===== src/rtl/ppcf_ram.sv =====
// ppcf_ram: generic single write port, single read port RAM with
// registered read data. No dependencies.
`default_nettype none

module ppcf_ram #(
   parameter int WIDTH = 32,
   parameter int DEPTH = 64
) (
   input  wire logic                     clock,
   input  wire logic                     wr_en,
   input  wire logic [$clog2(DEPTH)-1:0] wr_addr,
   input  wire logic [WIDTH-1:0]         wr_data,
   input  wire logic                     rd_en,
   input  wire logic [$clog2(DEPTH)-1:0] rd_addr,
   output logic      [WIDTH-1:0]         rd_data
);

   logic [WIDTH-1:0] mem_ff [DEPTH];

   always_ff @(posedge clock) begin
      if (wr_en) begin
         mem_ff[wr_addr] <= wr_data;
      end
      if (rd_en) begin
         rd_data <= mem_ff[rd_addr];
      end
   end

endmodule

`default_nettype wire


===== config.mk =====
export PLATFORM = sky130hd
export DESIGN_NAME = ppcf_ram
export DESIGN_NICKNAME = d
export VERILOG_FILES = /design/src/rtl/ppcf_ram.sv
export SDC_FILE = /design/constraint.sdc
export NUM_CORES = 2
export LEC_CHECK = 0
export BUFFER_PORTS_ARGS = -buffer_cell sky130_fd_sc_hd__clkbuf_2
export CAP_MARGIN = 20
export CORE_ASPECT_RATIO = 0.8
export CORE_MARGIN = 2
export CORE_UTILIZATION = 25
export CTS_BUF_LIST = sky130_fd_sc_hd__clkbuf_8
export DETAILED_ROUTE_END_ITERATION = 16
export PLACE_DENSITY_LB_ADDON = 0.2
export SLEW_MARGIN = 5
export SYNTH_ARGS = -nofsm -noshare
export SYNTH_HDL_FRONTEND = slang
export SYNTH_SLANG_ARGS = --single-unit

===== constraint.sdc =====
create_clock -name clock -period 10.1 [get_ports clock]
set_input_delay 2.02 -clock clock [delete_from_list [all_inputs] [get_ports clock]]
set_output_delay 2.02 -clock clock [all_outputs]
set_load 0.005 [all_outputs]

==> flow_metrics.py <==
metrics = {
    "status": {
        "status": "completed",
    },
    "placement": {
        "place_area_um2": 85300,
        "dp_hpwl_mm": 124,
        "place_congestion": 0.714,
        "io_buffers": 78,
    },
    "clock_network": {
        "cts-root-buf": "clkbuf_8",
        "cts-buffers-inserted": 337,
        "postCtsHoldBufs": 0,
        "worst_skew_pair.late_latency_ns": 0.95,
        "cts_tree": "built",
        "cts_resized": 0,
        "clk_path_buf_depth": 4,
        "cts_setup_buffers": 0,
        "cts.sinks": 2080,
        "clk_pin_slew_ns": 0.06,
        "htree_levels": 5,
    },
    "floorplan": {
        "die_area_um2": 320000,
        "core_um2": 314000,
        "rows": 184,
        "die_y_um": 506,
        "num_io_pins": 79,
        "dieWidth_um": 632,
        "initial_utilization": 0.251,
    },
    "drt": {
        "ant_nets": 0,
        "wl_per_cell_um": 29.7,
        "drt-vias-per-instance": 4.60,
        "finalWirelength_mm": 241,
        "drt-initial-drc-count": 3765,
        "vias": 37400,
        "drtPass1Iterations": 5,
        "route.detailed.drc": 0,
    },
    "min_path": {
        "hold_path.class": "reg2reg",
        "holdPathStages": 4,
        "worstHoldEndpoint": "rd_data[17]",
        "holdCritStartpoint": "mem_ff[12][17]",
    },
    "setup_path": {
        "worstPathMaxFanout": 93,
        "end_kind": "flip-flop",
        "cp-start-kind": "primary input",
        "crit_required_ns": 10.73,
        "r2r_start": "mem_ff[23][13]",
        "regToRegSetupSlack_ns": 7.54,
        "crit_type": "in2reg",
        "critPathArrivalTime_ns": 5.68,
        "r2r_end": "rd_data[13]",
        "r2r_cells": 4,
    },
    "pwr": {
        "power.density_nw_per_um2": 188,
        "p_leak_nw": 27.9,
        "ir_worst_vdd_uv": 96.2,
    },
    "final_layout": {
        "area_delta_synth_final_pct": 15.6,
        "final_area_um2": 91100,
        "final_common_cell": "edfxtp_1",
        "nNetsFinal": 3747,
        "layout_common_cells": "edfxtp_1 (2080), mux4_2 (544), clkbuf_8 (346), buf_4 (132), inv_1 (112)",
        "drive_gt1_frac": 0.312,
    },
    "job": {
        "cap_violations": 0,
    },
    "global_routing": {
        "grt_overflow": 0,
        "grtUsageTotal": 0.148,
        "antenna_found_initial": 27,
        "grt_pass1_vias": 38500,
        "grt_pass1_wl_mm": 330,
        "grt_max_degree": 112,
    },
    "yosys": {
        "synth_xor_area_frac": 0,
        "synth-compound-area-share": 0.0167,
        "syn_area_um2": 78800,
        "synth_fa_ha_area_frac": 0,
        "synthSimpleGateAreaFrac": 0.0126,
        "syn_nets": 3371,
        "yosys_warnings": 0,
        "syn_area_per_cell_um2": 23.7,
        "muxShareOfSynthArea": 0.167,
        "ys_seq_elements": 2080,
        "synth_cell_types": 33,
        "ys_seq_area_frac": 0.792,
        "synth_top_family_by_area": "multiplexers",
        "syn_inst": 3324,
    },
    "sta": {
        "finalHoldViolCount": 0,
        "setup_viol": 0,
        "tns_ns": 0,
        "min_period_ns": 5.04,
        "finalCritPeriodShare": 0.499,
        "rsz0062_at_grt": "false",
        "worst_pin_slew_ns": 1.25,
        "skew_ns": 0.0465,
        "slew_headroom": 0.169,
        "fmax_mhz": 198,
        "timing.final.max_slew_violations": 0,
    },
}
==> per-layer routing <==
layer / GRT usage / part of all wire
met3: 0.0342 / 0.067
met1: 0.216 / 0.47
met5: 0 / 0
met2: 0.226 / 0.45
met4: 0.0307 / 0.017
==> worst max path at each step <==
stage	from	end	slack, ns
floorplan	wr_addr[3]	mem_ff[48][0]	4.92
detailed placement	rd_addr[1]	rd_data[1]	4.10
finish	rd_addr[1]	rd_data[1]	5.06
global placement	rd_addr[1]	rd_data[1]	3.53
global route	rd_addr[1]	rd_data[1]	4.91
CTS	rd_addr[1]	rd_data[1]	5.16
==> stage by stage <==
step / hold WS [ns] / instances / power, W / setup WS, ns / util
after global routing: 0.929 / 8121 / 0.0178 / 4.91 / 0.290
after floorplan: 0.750 / 3324 / 0.0102 / 4.92 / -
final: 0.824 / 8128 / 0.0172 / 5.06 / 0.290
after detailed placement: 0.817 / 7546 / 0.0107 / 4.10 / 0.272
after CTS: 0.828 / 8120 / 0.0174 / 5.16 / 0.290
after global placement: 0.821 / 7541 / 0.0107 / 3.53 / 0.271
==> worst max-delay path, stage by stage <==
cell	delay [ns]
buf_8	0.39
buf_12	0.52
buf_4	0.62
mux4_2	0.43
mux4_2	0.50
o22ai_2	0.69
nor2_1	0.14
==> registers in the layout, summed over array words and instances, names as in the netlist <==
register	flops
rd_data	32
mem_ff	2048
==> cells in the mapped netlist, drive strengths merged <==
cell	number	area [um^2]
mux2i	93	931
a22oi	12	90.1
nor3	7	35.0
or3	3	18.8
clkbuf	74	278
nor2	137	514
or3b	5	43.8
a21oi	62	310
nor2b	15	93.8
nand4b	1	8.76
buf	108	608
and3	4	25.0
a41o	4	40.0
edfxtp	2080	62500
a31oi	1	6.26
mux4	544	12300
or2	3	18.8
o221ai	27	236
and2	2	12.5
nand4	2	12.5
o22ai	84	526
nand3	5	25.0
a311oi	8	70.1
nand2	26	97.6
nand3b	5	37.5
nand2b	8	50.1
o32ai	4	35.0
==> layout make-up <==
| type | instances | area (um^2) |
|---|---|---|
| multi-input cells | 1062 | 16000 |
| flip-flops and latches | 2080 | 62500 |
| repair buffers | 219 | 1600 |
| fillers | 30700 | 223000 |
| clock buffers | 346 | 4760 |
| diodes | 8 | 20.0 |
| clock inverters | 228 | 1040 |
| well taps | 4185 | 5240 |
==> cells by family after synthesis <==
group / Yosys count
buffers and inverters: 182
AO/OA/AOI/OAI: 202
multiplexers: 637
flip-flops: 2080
AND/OR/NAND/NOR: 223
==> power breakdown <==
part / internal, W / switching, W / total [W]
logic: 0.000318 / 0.000594 / 0.000912
clock network: 0.00326 / 0.00338 / 0.00664
registers: 0.00958 / 0.0000485 / 0.00963
Power figures use the tool's default switching activity.
