### config.mk
export PLATFORM = sky130hd
export DESIGN_NAME = ppcf_unit
export DESIGN_NICKNAME = d
export VERILOG_FILES = /design/src/rtl/ppcf_pkg.sv /design/src/rtl/ppcf_unit.sv
export SDC_FILE = /design/constraint.sdc
export NUM_CORES = 1
export LEC_CHECK = 0
export BUFFER_PORTS_ARGS = -buffer_cell sky130_fd_sc_hd__buf_2
export CAP_MARGIN = 10
export CORE_MARGIN = 2
export CORE_UTILIZATION = 54
export CTS_BUF_LIST = sky130_fd_sc_hd__clkbuf_4 sky130_fd_sc_hd__clkbuf_8
export DETAILED_ROUTE_END_ITERATION = 8
export PLACE_DENSITY = 0.82
export SYNTH_ARGS = -nofsm -noshare
export SYNTH_HDL_FRONTEND = slang
export SYNTH_SLANG_ARGS = --single-unit
### constraint.sdc
create_clock -name clock -period 5.3 [get_ports clock]
set_clock_uncertainty 0.2 [all_clocks]
set_input_delay 1.06 -clock clock [delete_from_list [all_inputs] [get_ports clock]]
set_output_delay 1.06 -clock clock [all_outputs]
set_load 0.005 [all_outputs]
### src/rtl/ppcf_pkg.sv
// ppcf_pkg: constants, types and state encoding shared by the particle pair
// contact finder. No dependencies.
`default_nettype none

package ppcf_pkg;

   localparam int MAX_PARTICLES = 64;
   localparam int FRAC_BITS     = 16;
   localparam int RESULT_CAP    = 64;

   localparam int IDX_W  = $clog2(MAX_PARTICLES);
   localparam int CNT_W  = $clog2(MAX_PARTICLES + 1);
   localparam int POS_W  = 32;
   localparam int CD_W   = 23;
   localparam int LIM_W  = 7;
   localparam int IDXO_W = 6;
   localparam int NRM_W  = 18;
   localparam int CSR_IDX_W = 1;

   // squared distance, root and remainder widths of the shared unit
   localparam int SQ_W   = 2 * CD_W + 2;
   localparam int ROOT_W = SQ_W / 2;
   localparam int REM_W  = ROOT_W + 2;

   localparam int SQRT_STEPS = ROOT_W;
   localparam int DIV_STEPS  = FRAC_BITS + 1;
   localparam int STEP_W     = $clog2(SQRT_STEPS + 1);

   localparam logic [CSR_IDX_W-1:0] CSR_CONTACT_LIMIT    = 1'd0;
   localparam logic [CSR_IDX_W-1:0] CSR_CONTACT_DISTANCE = 1'd1;

   localparam logic [LIM_W-1:0] LIMIT_RESET    = LIM_W'(RESULT_CAP);
   localparam logic [CD_W-1:0]  DISTANCE_RESET = CD_W'(1 << FRAC_BITS);

   typedef enum logic [0:0] {
      OP_SQRT,
      OP_DIV
   } ppcf_op_type;

   typedef struct packed {
      logic        start;
      ppcf_op_type op;
   } ppcf_unit_cmd_type;

   typedef enum logic [3:0] {
      ST_IDLE,
      ST_SETUP,
      ST_RD_I,
      ST_LATCH_I,
      ST_RD_J,
      ST_CHECK,
      ST_SQ_X,
      ST_SQ_Y,
      ST_SQ_Z,
      ST_RANGE,
      ST_SQRT,
      ST_DIV,
      ST_FOUND,
      ST_NEXT,
      ST_FINISH
   } ppcf_state_type;

endpackage

`default_nettype wire

### src/rtl/ppcf_unit.sv
// ppcf_unit: iterative square root and restoring divider built around one
// shared compare-subtract. Depends on ppcf_pkg.
`default_nettype none

module ppcf_unit (
   input  wire logic                        clock,
   input  wire logic                        reset,
   input  wire ppcf_pkg::ppcf_unit_cmd_type cmd,
   input  wire logic [ppcf_pkg::SQ_W-1:0]   radicand,
   input  wire logic [ppcf_pkg::CD_W-1:0]   dividend,
   input  wire logic [ppcf_pkg::ROOT_W-1:0] divisor,
   output logic                             done,
   output logic      [ppcf_pkg::ROOT_W-1:0] result
);

   logic                           busy_ff, busy_in;
   logic                           done_ff, done_in;
   ppcf_pkg::ppcf_op_type          op_ff, op_in;
   logic [ppcf_pkg::STEP_W-1:0]    cnt_ff, cnt_in;
   logic [ppcf_pkg::REM_W-1:0]     rem_ff, rem_in;
   logic [ppcf_pkg::ROOT_W-1:0]    root_ff, root_in;
   logic [ppcf_pkg::SQ_W-1:0]      src_ff, src_in;
   logic [ppcf_pkg::ROOT_W-1:0]    div_ff, div_in;

   logic [ppcf_pkg::REM_W-1:0]     cand;
   logic [ppcf_pkg::REM_W-1:0]     trial;
   logic [ppcf_pkg::REM_W:0]       diff;

   always_comb begin
      if (op_ff == ppcf_pkg::OP_SQRT) begin
         cand  = {rem_ff[ppcf_pkg::REM_W-3:0], src_ff[ppcf_pkg::SQ_W-1 -: 2]};
         trial = {root_ff, 2'b01};
      end else begin
         cand  = {rem_ff[ppcf_pkg::REM_W-2:0], src_ff[ppcf_pkg::SQ_W-1]};
         trial = {2'b00, div_ff};
      end
      diff = {1'b0, cand} - {1'b0, trial};
   end

   always_comb begin
      busy_in = busy_ff;
      done_in = 1'b0;
      op_in   = op_ff;
      cnt_in  = cnt_ff;
      rem_in  = rem_ff;
      root_in = root_ff;
      src_in  = src_ff;
      div_in  = div_ff;
      if (cmd.start) begin
         busy_in = 1'b1;
         op_in   = cmd.op;
         root_in = '0;
         div_in  = divisor;
         if (cmd.op == ppcf_pkg::OP_SQRT) begin
            cnt_in = ppcf_pkg::STEP_W'(ppcf_pkg::SQRT_STEPS);
            rem_in = '0;
            src_in = radicand;
         end else begin
            // quotient fits FRAC_BITS+1 bits, so the top of the dividend seeds the remainder
            cnt_in = ppcf_pkg::STEP_W'(ppcf_pkg::DIV_STEPS);
            rem_in = ppcf_pkg::REM_W'(dividend >> 1);
            src_in = {dividend[0], (ppcf_pkg::SQ_W-1)'(0)};
         end
      end else if (busy_ff) begin
         if (!diff[ppcf_pkg::REM_W]) begin
            rem_in  = diff[ppcf_pkg::REM_W-1:0];
            root_in = {root_ff[ppcf_pkg::ROOT_W-2:0], 1'b1};
         end else begin
            rem_in  = cand;
            root_in = {root_ff[ppcf_pkg::ROOT_W-2:0], 1'b0};
         end
         if (op_ff == ppcf_pkg::OP_SQRT) begin
            src_in = {src_ff[ppcf_pkg::SQ_W-3:0], 2'b00};
         end else begin
            src_in = {src_ff[ppcf_pkg::SQ_W-2:0], 1'b0};
         end
         cnt_in = cnt_ff - 1'b1;
         if (cnt_ff == ppcf_pkg::STEP_W'(1)) begin
            busy_in = 1'b0;
            done_in = 1'b1;
         end
      end
   end

   always_ff @(posedge clock) begin
      if (reset) begin
         busy_ff <= 1'b0;
         done_ff <= 1'b0;
      end else begin
         busy_ff <= busy_in;
         done_ff <= done_in;
      end
      op_ff   <= op_in;
      cnt_ff  <= cnt_in;
      rem_ff  <= rem_in;
      root_ff <= root_in;
      src_ff  <= src_in;
      div_ff  <= div_in;
   end

   assign done   = done_ff;
   assign result = root_ff;

endmodule

`default_nettype wire
==> summary.md <==
| Metric | Value |
|---|---|
| Antenna-violating nets left | 0 |
| CTS max path bufs | 2 |
| Gpl congestion | 0.867 |
| Most frequent cells after synthesis | 103 x edfxtp_1, 100 x mux2i_1, 67 x nand2_1, 54 x o21ai_0, 44 x nor2_1 |
| Synth top area share | 42.1% |
| Unique masters post-synth | 53 |
| Sequential share of power | 33.1% |
| CTS root buffer | clkbuf_8 |
| Worst hold slack | 338 ps |
| Post-cts sizing count | 0 |
| Final nets | 898 |
| Tot GR Track Use | 23.3% |
| CP endpoint | rem_ff[16] |
| Die H | 121 um |
| Top post-synthesis cells by area | edfxtp_1 42%, mux2i_1 14%, dfxtp_1 7.1% |
| Clk sinks | 129 |
| P_leak | 3.65 nW |
| Hold_buf cts | 0 |
| Max cap viols | 0 |
| Area of the die | 14600 sq um |
| Core ar. | 13200 sq um |
| DR vias/cell | 5.85 |
| Total negative setup slack | 0 ps |
| First DRT Iteration DRCs | 454 |
| CP Data Required Time | 5310 ps |
| Total gr overflow | 0 |
| Routed wire length | 16600 um |
| TritonCTS clock tree | built |
| RSZ-0062 raised after global routing | no |
| Worst setup EP type | flop |
| Initial Util | 55.5% |
| Clock Latency Late Sink | 450 ps |
| Async S/R FF share, synth | 0% |
| Crit Path Category | flop to flop |
| Drt drc | 0 |
| Fin crit share | 87.4% |
| Final Max Tran Viols | 0 |
| Register area share after synthesis | 49.2% |
| Post-synthesis cell area | 7350 sq um |
| Synth Register Bits | 129 |
| Post-Syn Nets | 789 |
| Via count | 5613 |
| Worst r2r src | op_ff |
| Number of port buffers | 123 |
| Setup Viol. Count Final | 0 |
| Fmax | 216 MHz |
| Worst slew pin tran | 1090 ps |
| EDFF count, synth | 103 |
| Post-CTS setup buffer count | 0 |
| Routed len/inst | 17.3 um |
| Synth Flop Type | edfxtp_1 |
| First-pass GRT wire length | 26900 um |
| HP Class | flop to flop |
| CTS clk-pin slew, worst paths | 90 ps |
| R2R depth | 11 |
| Status | finished, final reports clean |
| Dpl hpwl | 11300 um |
| Slew headroom | 27.5% |
| Detailed Routing Iterations Pass 1 | 5 |
| Syn avg cell area | 11.1 sq um |
| Crit path from | op_ff |
| H-tree levels | 4 |
| Final hold vios | 0 |
| Worst R2R End | rem_ff[16] |
| Switching Share | 36.7% |
| Pint | 2.72 mW |
| Number of global-route vias before repair | 5542 |
| Area grow syn2layout | 16.0% |
| Area leader, netlist | edfxtp_1 |
| Syn Inst Count | 661 |
| Combinational share of power | 44.5% |
| Arr. time, crit path | 4640 ps |
| Worst vdd ir | 0.000352 V |
| Num CTS Buffers | 17 |
| Min Tclk post-route | 4630 ps |
| Ports | 124 |
| Clock Power Share | 22.4% |
| Row count | 42 |
| R2R setup slack | 670 ps |
| Pwr dens | 504 nW/um^2 |
| Synth Warn # | 0 |
| Pin count of the biggest net entering global routing | 79 |
| Switch Pwr | 1.58 mW |
| Initial antenna violation count | 2 |
| Most frequent cell after synthesis | edfxtp_1 |
| Die width | 121 um |
| Peak fanout along the critical path | 39 |
| Share of post-route cells with drive strength above 1 | 24.5% |
| Worst Setup Start Kind | flop |
[critical path, cell delays in order, from the launching register on]
cell,delay [ps]
edfxtp_1,790
buf_4,350
mux2_2,370
ha_1,370
o211ai_1,240
a21o_1,160
a2111oi_4,90
a2111oi_4,450
o21ai_2,130
nand2_2,630
nor2_1,240
a221o_1,350
[registers in the layout, summed over array words and instances (netlist names)]
name and flops:
cnt_ff 5, op_ff 1, done 1, rem_ff 25, busy_ff 1, div_ff 24
result 24, src_ff 48
[per-layer routing]
| metal | track usage [%] | share of wire (%) | vias to the layer above |
|---|---|---|---|
| met5 | 0 | 0.060 | - |
| li1 | - | - | 2693 |
| met4 | 10.1 | 2.6 | 2 |
| met1 | 30.6 | 44 | 2656 |
| met2 | 37.1 | 47 | 230 |
| met3 | 5.42 | 6.4 | 32 |
[layout make-up]
class | count | area [sq um]
Fill cell | 1068 | 4720
Multi-Input combinational cell | 483 | 3530
Tap cell | 176 | 220
Clock inverter | 15 | 214
Timing Repair Buffer | 131 | 678
Inverter | 8 | 30.0
Clock buffer | 17 | 234
Sequential cell | 129 | 3610
Antenna cell | 1 | 2.50
[cell usage in the layout, fill, tap and decap left out, types with 15 or more instances in the layout]
cell type	n
a21oi_1	22
and3_1	17
buf_2	122
clkbuf_8	17
dfxtp_1	26
edfxtp_1	103
ha_1	28
mux2_2	24
mux2i_1	100
nand2_1	67
nor2_1	43
nor3_1	15
o21ai_0	54
xnor2_1	21
[how the worst min path moves through the flow]
| stage | start | end | slack [ps] | depth (start not counted) |
|---|---|---|---|---|
| 2_1_floorplan | result[0] | result[0] | 290 | 2 |
| 6_report | result[23] | result[23] | 340 | 2 |
| 5_1_grt | result[0] | result[0] | 380 | 2 |
| 4_1_cts | result[23] | result[23] | 340 | 2 |
| 3_5_place_dp | result[6] | result[6] | 340 | 2 |
| 3_3_place_gp | result[23] | result[23] | 310 | 2 |
[power by group through the flow]
stage / clock network (mW) / registers [mW] / logic (mW)
after floorplan: 0 / 1.40 / 1.56
after global placement: 0 / 1.43 / 1.77
after detailed placement: 0 / 1.44 / 1.86
after CTS: 0.976 / 1.42 / 1.88
after global routing: 1.02 / 1.44 / 2.09
final: 0.963 / 1.42 / 1.91
[kinds of logic (layout without fill, tap and decap cells)]
logic type	Yosys count	count (layout)	synth area share, %
adders and majority gates	29	29	5.04
xor gates and xnor gates	25	25	2.98
and+or+nand+nor	169	169	10.3
other	0	1	0
muxes	124	124	17.3
DFF	129	129	49.2
AOI/OAI and AO/OA	136	136	12.3
buffers and inverters	49	171	2.83
[stage by stage]
step / util (%) / cell area (sq um) / setup WS (ps) / power [mW] / cells
floorplan: - / 7350 / 1170 / 2.96 / 661
global placement: 61.0 / 8070 / 896 / 3.20 / 927
global route: 64.4 / 8520 / 435 / 4.55 / 959
detailed placement: 61.0 / 8070 / 712 / 3.30 / 927
finish: 64.4 / 8520 / 669 / 4.30 / 960
CTS: 64.4 / 8520 / 712 / 4.27 / 959
(Power assumes the default switching activity.)
